<file path="src/sv/pn9w_pkg.sv">
`timescale 1ns / 1ps
// ----------------------------------------------------------------------------
// pn9w_pkg
// shared types, register codes and the lfsr step function of the whitener
// ----------------------------------------------------------------------------
package pn9w_pkg;

	localparam int LFSR_W  = 16;
	localparam int COUNT_W = 12;
	localparam int DATA_W  = 8;
	localparam int CFG_W   = 16;

	localparam logic [COUNT_W-1:0] SEQUENCE_PERIOD = COUNT_W'(511);
	localparam logic [COUNT_W-1:0] COUNT_MAX       = '1;
	localparam logic [LFSR_W-1:0]  SEED_RESET      = LFSR_W'(511);
	localparam logic [COUNT_W-1:0] MAXLEN_RESET    = COUNT_W'(127);

	localparam logic REG_SEED   = 1'b0;
	localparam logic REG_MAXLEN = 1'b1;

	typedef struct packed {
		logic [LFSR_W-1:0]  lfsr;
		logic [COUNT_W-1:0] pos;
		logic [COUNT_W-1:0] cnt;
	} state_t;

	localparam state_t STATE_RESET = '{lfsr: SEED_RESET, pos: '0, cnt: '0};

	// eight steps of the right-shifting lfsr, feedback bit12 ^ bit7 into bit15
	function automatic logic [LFSR_W-1:0] pn_step8(input logic [LFSR_W-1:0] v);
		logic [LFSR_W-1:0] r;
		r = v;
		for (int k = 0; k < 8; k++) begin
			r = {r[12] ^ r[7], r[LFSR_W-1:1]};
		end
		return r;
	endfunction

endpackage

</file>
<file path="src/sv/pn9w_state_mem.sv">
`timescale 1ns / 1ps
// ----------------------------------------------------------------------------
// pn9w_state_mem
// single-entry state memory, registered read, write-back forwarding
// ----------------------------------------------------------------------------
module pn9w_state_mem (
	input  logic              clk,
	input  logic              arst_n,
	input  logic              rd_en,
	input  logic              wr_en,
	input  pn9w_pkg::state_t  wr_data,
	output pn9w_pkg::state_t  rd_data
);
	import pn9w_pkg::*;

	state_t mem_q [1];
	state_t rd_q;
	state_t wb_q;
	logic   init_q;
	logic   fwd_q;

	always_ff @(posedge clk) begin
		if (wr_en) begin
			mem_q[0] <= wr_data;
			wb_q     <= wr_data;
		end
		if (rd_en) begin
			rd_q <= init_q ? mem_q[0] : STATE_RESET;
		end
	end

	always_ff @(posedge clk or negedge arst_n) begin
		if (!arst_n) begin
			init_q <= 1'b0;
			fwd_q  <= 1'b0;
		end else begin
			if (wr_en) begin
				init_q <= 1'b1;
			end
			if (rd_en) begin
				fwd_q <= wr_en;
			end
		end
	end

	// entry written at the same edge as the read: take the write-back copy
	assign rd_data = fwd_q ? wb_q : rd_q;

endmodule

</file>
<file path="src/sv/pn9w_core.sv">
`timescale 1ns / 1ps
// ----------------------------------------------------------------------------
// pn9w_core
// state update and whitening of one byte
// ----------------------------------------------------------------------------
module pn9w_core (
	input  pn9w_pkg::state_t                  cur,
	input  logic [pn9w_pkg::DATA_W-1:0]       data,
	input  logic                              start,
	input  logic [pn9w_pkg::LFSR_W-1:0]       seed,
	input  logic [pn9w_pkg::COUNT_W-1:0]      max_len,
	output pn9w_pkg::state_t                  nxt,
	output logic [pn9w_pkg::DATA_W-1:0]       whitened,
	output logic                              exceeded
);
	import pn9w_pkg::*;

	state_t             base;
	logic [LFSR_W-1:0]  lfsr8;
	logic [COUNT_W-1:0] pos_inc;

	always_comb begin
		base = cur;
		if (start) begin
			base = '{lfsr: seed, pos: '0, cnt: '0};
		end
		lfsr8    = pn_step8(base.lfsr);
		whitened = data ^ lfsr8[LFSR_W-1:LFSR_W-DATA_W];
		exceeded = base.cnt >= max_len;
		pos_inc  = base.pos + COUNT_W'(1);

		nxt.cnt = (base.cnt == COUNT_MAX) ? base.cnt : base.cnt + COUNT_W'(1);
		if (pos_inc >= SEQUENCE_PERIOD) begin
			nxt.lfsr = seed;
			nxt.pos  = '0;
		end else begin
			nxt.lfsr = lfsr8;
			nxt.pos  = pos_inc;
		end
	end

endmodule

</file>
<file path="src/sv/pn9_byte_whitener.sv">
`timescale 1ns / 1ps
// ----------------------------------------------------------------------------
// pn9_byte_whitener
// pn9 whitening of a byte stream
// ----------------------------------------------------------------------------
// Takes one byte per clock unless the output stalls, and returns one whitened
// byte per byte. The rate is set by the read-modify-write of the single-entry
// state memory (lfsr, period position, byte count): the state is read at the
// input transfer, updated as the byte enters the output register and written
// back, with a forwarding path when the following byte reads at the same edge.
// No clearing pass is needed after reset. Write the configuration registers
// only while no byte is in flight.
// ----------------------------------------------------------------------------
module pn9_byte_whitener (
	input  logic                          clk,
	input  logic                          arst_n,
	input  logic                          cfg_we,
	input  logic                          cfg_addr,
	input  logic [pn9w_pkg::CFG_W-1:0]    cfg_wdata,
	input  logic                          s_axis_tvalid,
	output logic                          s_axis_tready,
	input  logic [7:0]                    s_axis_tdata,   // data_byte
	input  logic                          s_axis_tuser,   // packet_start
	input  logic                          s_axis_tlast,   // packet_end
	output logic                          m_axis_tvalid,
	input  logic                          m_axis_tready,
	output logic [7:0]                    m_axis_tdata,   // whitened_byte
	output logic                          m_axis_tuser,   // length_exceeded
	output logic                          m_axis_tlast    // end_of_packet
);
	import pn9w_pkg::*;

	logic [LFSR_W-1:0]  seed_q;
	logic [COUNT_W-1:0] max_len_q;

	logic               valid_s1;
	logic [DATA_W-1:0]  data_s1;
	logic               start_s1;
	logic               end_s1;

	logic               out_valid_q;
	logic [DATA_W-1:0]  out_data_q;
	logic               out_exc_q;
	logic               out_last_q;

	logic               in_xfer;
	logic               advance;
	state_t             cur_state;
	state_t             nxt_state;
	logic [DATA_W-1:0]  whitened;
	logic               exceeded;

	assign advance       = valid_s1 && (!out_valid_q || m_axis_tready);
	assign s_axis_tready = !valid_s1 || advance;
	assign in_xfer       = s_axis_tvalid && s_axis_tready;

	always_ff @(posedge clk or negedge arst_n) begin
		if (!arst_n) begin
			seed_q    <= SEED_RESET;
			max_len_q <= MAXLEN_RESET;
		end else if (cfg_we) begin
			unique case (cfg_addr)
				REG_SEED:   seed_q    <= cfg_wdata;
				REG_MAXLEN: max_len_q <= cfg_wdata[COUNT_W-1:0];
				default:    ;
			endcase
		end
	end

	pn9w_state_mem u_mem (
		.clk     (clk),
		.arst_n  (arst_n),
		.rd_en   (in_xfer),
		.wr_en   (advance),
		.wr_data (nxt_state),
		.rd_data (cur_state)
	);

	pn9w_core u_core (
		.cur      (cur_state),
		.data     (data_s1),
		.start    (start_s1),
		.seed     (seed_q),
		.max_len  (max_len_q),
		.nxt      (nxt_state),
		.whitened (whitened),
		.exceeded (exceeded)
	);

	always_ff @(posedge clk or negedge arst_n) begin
		if (!arst_n) begin
			valid_s1    <= 1'b0;
			out_valid_q <= 1'b0;
		end else begin
			if (in_xfer) begin
				valid_s1 <= 1'b1;
			end else if (advance) begin
				valid_s1 <= 1'b0;
			end
			if (advance) begin
				out_valid_q <= 1'b1;
			end else if (m_axis_tready) begin
				out_valid_q <= 1'b0;
			end
		end
	end

	always_ff @(posedge clk) begin
		if (in_xfer) begin
			data_s1  <= s_axis_tdata;
			start_s1 <= s_axis_tuser;
			end_s1   <= s_axis_tlast;
		end
		if (advance) begin
			out_data_q <= whitened;
			out_exc_q  <= exceeded;
			out_last_q <= end_s1;
		end
	end

	assign m_axis_tvalid = out_valid_q;
	assign m_axis_tdata  = out_data_q;
	assign m_axis_tuser  = out_exc_q;
	assign m_axis_tlast  = out_last_q;

endmodule

</file>
<file path="config.mk">
export PLATFORM = sky130hd
export DESIGN_NAME = pn9_byte_whitener
export DESIGN_NICKNAME = d
export VERILOG_FILES = /design/src/sv/pn9w_pkg.sv /design/src/sv/pn9w_state_mem.sv /design/src/sv/pn9w_core.sv /design/src/sv/pn9_byte_whitener.sv
export SDC_FILE = /design/constraint.sdc
export NUM_CORES = 1
export LEC_CHECK = 0
export BUFFER_PORTS_ARGS = -buffer_cell sky130_fd_sc_hd__buf_2
export CAP_MARGIN = 10
export CORE_AREA = 5 5 110 163
export CTS_CLUSTER_SIZE = 40
export DETAILED_ROUTE_END_ITERATION = 6
export DIE_AREA = 0 0 115 168
export REMOVE_ABC_BUFFERS = 1
export SYNTH_ARGS = -nofsm -noshare
export SYNTH_HDL_FRONTEND = slang
export SYNTH_SLANG_ARGS = --single-unit
</file>
<file path="constraint.sdc">
create_clock -name clk -period 6.24 [get_ports clk]
set_input_delay 0.312 -clock clk [delete_from_list [all_inputs] [get_ports clk]]
set_output_delay 0.312 -clock clk [all_outputs]
set_load 0.05 [all_outputs]
</file>
==> results of run 1 <==
==> layer usage <==
layer / vias to the layer above / wire length [µm]
met4: 0 / 178
met5: - / 0
met3: 12 / 332
li1: 1618 / -
met1: 1617 / 4500
met2: 61 / 5360
==> area by class of cell <==
type	count	area, µm²
fill	1608	9970
sequential	111	3220
multi-input combinational	286	2160
tap	206	258
timing repair buffer	47	248
clock buffer	10	239
inverter	23	86.3
clock inverter	6	75.1
==> stage by stage <==
step / setup slack (ns) / cell area [µm²] / hold WS [ns] / total power (W)
final: 2.88 / 6290 / 0.135 / 0.00196
after CTS: 2.85 / 6290 / 0.119 / 0.00199
after detailed placement: 2.86 / 5970 / 0.352 / 0.00139
after global placement: 2.97 / 5970 / 0.350 / 0.00138
after global routing: 2.65 / 6290 / 0.111 / 0.00207
after floorplan: 2.33 / 5470 / 0.0164 / 0.00128
==> cells by family after synthesis <==
logic type	after synthesis	synth area share
AOI/OAI and AO/OA	42	0.0491
DFF	111	0.577
and+or+nand+nor	139	0.150
other	1	0.000672
xor gates and xnor gates	31	0.0487
adders and majority gates	15	0.0336
buffers and inverters	41	0.0368
muxes	56	0.104
==> sequential cells by signal (all words and copies together) (netlist names) <==
register	flops
u_mem.fwd_q	1
m_axis_tdata	8
max_len_q	12
start_s1	1
end_s1	1
u_mem.mem_q	2
u_mem.wb_q	31
u_mem.init_q	1
data_s1	8
seed_q	9
m_axis_tuser	1
m_axis_tvalid	1
m_axis_tlast	1
u_mem.rd_q	33
valid_s1	1
==> critical path, cell delays in order, from the launching register on <==
cell     delay [ns]
dfrtp_2        0.43
buf_4          0.55
mux2i_1        0.25
nor4b_4        0.42
nand3_1        0.14
xor2_1         0.29
nor4_4         0.08
a21oi_4        0.53
mux2_2         0.40
==> power groups by stage <==
stage | clock network, W | logic (W) | registers (W)
6_report | 0.000598 | 0.000403 | 0.000963
5_1_grt | 0.000649 | 0.000445 | 0.000974
4_1_cts | 0.000616 | 0.000411 | 0.000964
3_5_place_dp | 0 | 0.000409 | 0.000979
3_3_place_gp | 0 | 0.000402 | 0.000976
2_1_floorplan | 0 | 0.000246 | 0.00104
==> how the worst max path moves through the flow <==
stage | from | to
6_report | u_mem.fwd_q$_DFFE_PN0P_ | u_mem.wb_q[39]$_DFFE_PP_
5_1_grt | u_mem.fwd_q$_DFFE_PN0P_ | u_mem.wb_q[39]$_DFFE_PP_
4_1_cts | u_mem.fwd_q$_DFFE_PN0P_ | u_mem.wb_q[39]$_DFFE_PP_
3_5_place_dp | u_mem.fwd_q$_DFFE_PN0P_ | u_mem.wb_q[39]$_DFFE_PP_
3_3_place_gp | u_mem.fwd_q$_DFFE_PN0P_ | u_mem.wb_q[39]$_DFFE_PP_
2_1_floorplan | u_mem.fwd_q$_DFFE_PN0P_ | u_mem.wb_q[39]$_DFFE_PP_
==> placed cells by master, fill, tap and decap left out, drive strengths merged, types with 14 or more instances in the layout <==
cell type / synthesis / routed
nand2: 16 / 16
xnor2: 17 / 17
buf: 11 / 46
ha: 15 / 15
dfrtp: 16 / 16
mux2i: 41 / 41
edfxtp: 86 / 86
xor2: 14 / 14
a21oi: 21 / 21
and2: 39 / 39
nor2: 35 / 35
inv: 23 / 26
mux2: 15 / 15
==> out/metrics.csv, run 1 <==
stage;metric;value;unit
route;post-route ant nets;0;
status;status;complete, no violations;
route;Detailed Route Iter0 Violations;186;
clocking;CTS Buffer Depth;2;
placed_design;routability-driven placement congestion ratio;0.760;
logic_synthesis;Synth Warn #;0;
worst_setup_path;reg2reg setup slack;2.88;ns
timing;final setup fails;0;
timing;Rel. slew slack;0.236;
clocking;Resized Gates After CTS;0;
placed_design;I/O Buffers;43;
worst_setup_path;crit path DAT;3.46;ns
placed_design;DP HPWL;6.98;mm
timing;RSZ-0062 raised after global routing;no;
logic_synthesis;Synth top area share;0.463;
global_route;global-route wire length before repair;17.6;mm
global_route;total global-route track usage;0.114;
logic_synthesis;Distinct cells, synth;52;
global_route;grt total ovfl;0;
global_route;Most Crowded Layer GR;met2;
floorplanning;Site Rows;57;
power;Net Sw Power;0.000555;W
timing;Slew @ Worst Pin;1.15;ns
logic_synthesis;synth top area cells;edfxtp_1 46%, mux2i_1 7.4%, dfrtp_1 7.2%;
logic_synthesis;Synth Instances;436;
timing;Setup Skew;0.00994;ns
floorplanning;core footprint;16300;µm²
clocking;Clock Pin Slew Worst Setup and Hold Paths;0.08;ns
timing;Tcrit/Tclk final;0.538;
power;sequential power share;0.490;
worst_setup_path;crit path kind;flip-flop to flip-flop;
logic_synthesis;main flop type after synthesis;edfxtp_1;
power;Clk network pwr share;0.304;
logic_synthesis;synthesized area;5580;µm²
logic_synthesis;Mean Syn Cell Area;12.8;µm²
clocking;Clk Latency, worst-skew pair;0.35;ns
power;Int Power;0.00141;W
global_route;vias in the first global route;3564;
worst_setup_path;Worst R2R Start;u_mem.fwd_q$_DFFE_PN0P_;
route;final WL;10.4;mm
worst_setup_path;RR Endpoint;u_mem.wb_q[39]$_DFFE_PP_;
clocking;CTS tree;built;
worst_hold_path;Hold Path End;end_s1$_DFFE_PP_;
worst_setup_path;CP Launch Type;flip-flop;
worst_setup_path;r2r worst-path depth;8;
power;cell area power density;312;nW/µm²
clocking;CTS Buf Count;9;
route;drt via density;4.80;
clocking;Post-CTS Setup Bufs;0;
layout;nets;525;
job;max_cap viols;0;
timing;setup TNS;0;ns
global_route;maximum number of pins on one net before global-route repair;53;
layout;share of cells above drive strength 1;0.215;
clocking;H-tree Lvls;3;
logic_synthesis;sequential area share after synthesis;0.577;
floorplanning;die width;115;µm
worst_setup_path;crit path capture type;flip-flop;
power;VDD IR max;0.162;mV
worst_hold_path;hold_sp;s_axis_tlast;
logic_synthesis;count leader, synth;edfxtp_1;
power;Lkg Pwr;2.48;nW
timing;fin. max-slew vios;0;
power;Sw Share;0.283;
layout;diode count;0;
worst_hold_path;Hold Path Class;input port to flip-flop;
power;Logic pwr share;0.205;
floorplanning;IO Pins;44;
global_route;antenna violations before repair;0;
global_route;M1 GR Usage;0.142;
logic_synthesis;cell taking the most area after synthesis;edfxtp_1;
layout;final cell count without fillers;689;
floorplanning;Initial Utilization;0.343;
worst_hold_path;Hold Path Stages;1;
timing;fmax;298;MHz
placed_design;Placed Instances;672;
route;DRC violations left;0;
clocking;Root Driver;clkbuf_16;
logic_synthesis;share of async-settable or async-resettable flops after synthesis;0.225;
global_route;M2 GR Usage;0.194;
clocking;CTS Sinks;111;
logic_synthesis;Seq cells post-synth;111;
layout;area grow syn2layout;12.7;%
global_route;met3 Usage GRT;0.0255;
route;drt first pass iters;4;
route;vias post-DR;3308;
worst_setup_path;crit path max fanout;41;
clocking;# hold bufs at CTS;1;
logic_synthesis;Post-synth EDFFs;86;
floorplanning;Die Footprint;19300;µm²
layout;final core utilization;0.387;
timing;Final Critical Period;3.36;ns
worst_setup_path;Data required, critical path;6.34;ns
floorplanning;die height;168;µm
timing;Final Hold Viols;0;
logic_synthesis;Commonest cells post-synth;86 x edfxtp_1, 41 x mux2i_1, 38 x and2_1, 33 x nor2_1, 23 x inv_1;
route;routed len/inst;15.1;µm
Power figures use the tool's default switching activity.
==> inputs of run 2 (changes only) <==
clock period = 3 ns   (was 6.24 ns; I/O delays follow)
==> run 2 against run 1 <==
Cell count up 3.0%. Final area up 2.6%. Power up 110%. Global-route usage about the same. Count of clock-buffer cells in the layout unchanged. Register-to-register slack worse by 2.7 ns. Sequential cell count unchanged. Non-clock buffer count up 21. Wire length up 3.1%. Critical endpoint is now u_mem.wb_q[34]$_DFFE_PP_. Worst setup slack worse by 2.7 ns.
==> out/metrics.csv, run 2 (synthesis gave the netlist of run 1 again) <==
stage;metric;value;unit
global_route;grt total ovfl;0;
timing;setup TNS;0;ns
worst_setup_path;RR Endpoint;u_mem.wb_q[34]$_DFFE_PP_;
timing;fin. max-slew vios;0;
layout;area grow syn2layout;15.7;%
route;routed len/inst;15.1;µm
worst_hold_path;Hold Path Class;input port to flip-flop;
worst_setup_path;crit path max fanout;13;
worst_hold_path;Hold Path Stages;3;
worst_setup_path;Cell Chain, Critical Path;mux2i_1 -> nor2_1 -> ha_1 -> nor4b_4 -> nand3_1 -> xor2_1 -> nor4_4 -> a21oi_4 -> buf_4 -> mux2i_1;
clocking;Clock Pin Slew Worst Setup and Hold Paths;0.07;ns
clocking;CTS Buf Count;9;
worst_setup_path;reg2reg setup slack;0.14;ns
clocking;H-tree Lvls;3;
timing;Min Hold Slack;0.0110;ns
timing;fmax;349;MHz
timing;Rel. slew slack;0.320;
clocking;Root Driver;clkbuf_16;
timing;RSZ-0062 raised after global routing;no;
global_route;total global-route track usage;0.114;
global_route;vias in the first global route;3547;
worst_setup_path;crit path capture type;flip-flop;
layout;commonest non-fill, non-tap cells in the layout;86 x edfxtp_1, 43 x buf_2, 41 x mux2i_1, 37 x and2_1, 33 x nor2_1;
route;drt first pass iters;6;
floorplanning;Initial Utilization;0.343;
clocking;Clk Latency, worst-skew pair;0.34;ns
timing;final setup fails;0;
timing;Final Hold Viols;0;
timing;Setup Skew;0.00888;ns
worst_setup_path;Data required, critical path;3.07;ns
floorplanning;die width;115;µm
route;final WL;10.7;mm
clocking;Resized Gates After CTS;0;
layout;max reg flops;33;
route;DRC violations left;0;
route;post-route ant nets;0;
floorplanning;IO Pins;44;
layout;Largest regs;u_mem.rd_q (33), u_mem.wb_q (31), max_len_q (12);
global_route;M1 GR Usage;0.143;
route;drt via density;4.71;
worst_setup_path;r2r worst-path depth;10;
layout;leading cell type in the layout, fill and taps excluded;edfxtp_1;
clocking;CTS tree;built;
worst_setup_path;crit path kind;flip-flop to flip-flop;
floorplanning;Die Footprint;19300;µm²
layout;nets;546;
clocking;CTS Buffer Depth;2;
global_route;met3 Usage GRT;0.0223;
route;vias post-DR;3343;
global_route;M2 GR Usage;0.198;
job;max_cap viols;0;
floorplanning;core footprint;16300;µm²
timing;Slew @ Worst Pin;1.02;ns
layout;Biggest register;u_mem.rd_q;
power;total design power;0.00408;W
floorplanning;Site Rows;57;
placed_design;I/O Buffers;43;
power;Lkg Pwr;2.57;nW
timing;setup ws final;0.138;ns
clocking;Post-CTS Setup Bufs;0;
placed_design;DP HPWL;7.78;mm
floorplanning;die height;168;µm
global_route;maximum number of pins on one net before global-route repair;35;
placed_design;Place WS;0.145;ns
layout;diode count;0;
worst_setup_path;largest stage delay on the critical path;0.58;ns
clocking;CTS Sinks;111;
global_route;global-route wire length before repair;17.7;mm
worst_hold_path;hold_sp;cfg_wdata[12];
placed_design;routability-driven placement congestion ratio;0.791;
route;Detailed Route Iter0 Violations;120;
power;cell area power density;632;nW/µm²
worst_setup_path;crit path DAT;2.94;ns
layout;final core utilization;0.397;
status;status;complete, no violations;
worst_setup_path;CP Launch Type;flip-flop;
global_route;Most Crowded Layer GR;met2;
power;VDD IR max;0.269;mV
worst_setup_path;Worst R2R Start;u_mem.fwd_q$_DFFE_PN0P_;
worst_setup_path;critical path's slowest cell;dfrtp_2;
timing;Final Critical Period;2.86;ns
worst_hold_path;Hold Path End;seed_q[12]$_DFFE_PN0P_;
global_route;antenna violations before repair;0;
timing;Tcrit/Tclk final;0.954;
layout;share of cells above drive strength 1;0.226;
worst_setup_path;Crit path top cell by count;mux2i_1;
run 2: changes by cell type in the layout (fill, tap and decap cells not counted), sizes merged:
cell | before | now
inv | 26 | 25
buf | 46 | 57
clkinv | 1 | 2
dlygate4sd3 | 1 | 11
run 2: repair_timing:
item | in CTS | in global routing
endpoints found under the hold margin | 26 | 0
endpoints found under the setup margin | 0 | 0
hold buffers | 11 | 0
run 2: stage by stage:
| stage | instance area [µm²] | cells |
|---|---|---|
| after floorplan | 5470 | 420 |
| after global placement | 6050 | 683 |
| after detailed placement | 6050 | 683 |
| after CTS | 6460 | 710 |
| after global routing | 6460 | 710 |
| final | 6460 | 710 |
run 2: final cells by class:
| cell class | count | area, µm² |
|---|---|---|
| clock buffers | 10 | 229 |
| clock inverters | 6 | 68.8 |
| fillers | 1590 | 9800 |
| inverters | 23 | 86.3 |
| multi-input cells | 286 | 2160 |
| flip-flops and latches | 111 | 3220 |
| well taps | 206 | 258 |
| repair buffers | 68 | 430 |
run 2: how the worst max path moves through the flow:
stage	from	endpoint	cells past startpoint
global route	u_mem.fwd_q$_DFFE_PN0P_	u_mem.wb_q[34]$_DFFE_PP_	10
floorplan	u_mem.fwd_q$_DFFE_PN0P_	u_mem.wb_q[39]$_DFFE_PP_	9
global placement	u_mem.fwd_q$_DFFE_PN0P_	u_mem.wb_q[35]$_DFFE_PP_	9
CTS	u_mem.fwd_q$_DFFE_PN0P_	u_mem.wb_q[34]$_DFFE_PP_	10
finish	u_mem.fwd_q$_DFFE_PN0P_	u_mem.wb_q[34]$_DFFE_PP_	10
detailed placement	u_mem.fwd_q$_DFFE_PN0P_	u_mem.wb_q[34]$_DFFE_PP_	10
run 2: worst max-delay path, delay by kind of cell (launching register included):
kind            cells  cell delay [ns]
simple gates        4             0.93
xor+xnor            1             0.20
flops               1             0.58
compound gates      1             0.10
mux                 2             0.33
buf+inv             1             0.21
fa+ha+maj           1             0.23
run 2: power breakdown:
group | switching (W) | total, W | leakage [nW] | internal (W)
combinational | 0.000514 | 0.000866 | 1.31 | 0.000353
clock | 0.000549 | 0.00120 | 0.143 | 0.000655
sequential | 0.0000925 | 0.00201 | 1.12 | 0.00192
total | 0.00116 | 0.00408 | 2.57 | 0.00292
run 2: metal layers:
metal  part of all wire  vias to the layer above
met5                  0                        -
met4              0.012                        0
met3              0.022                        8
met2               0.53                       36
met1               0.44                     1643
li1                   -                     1656
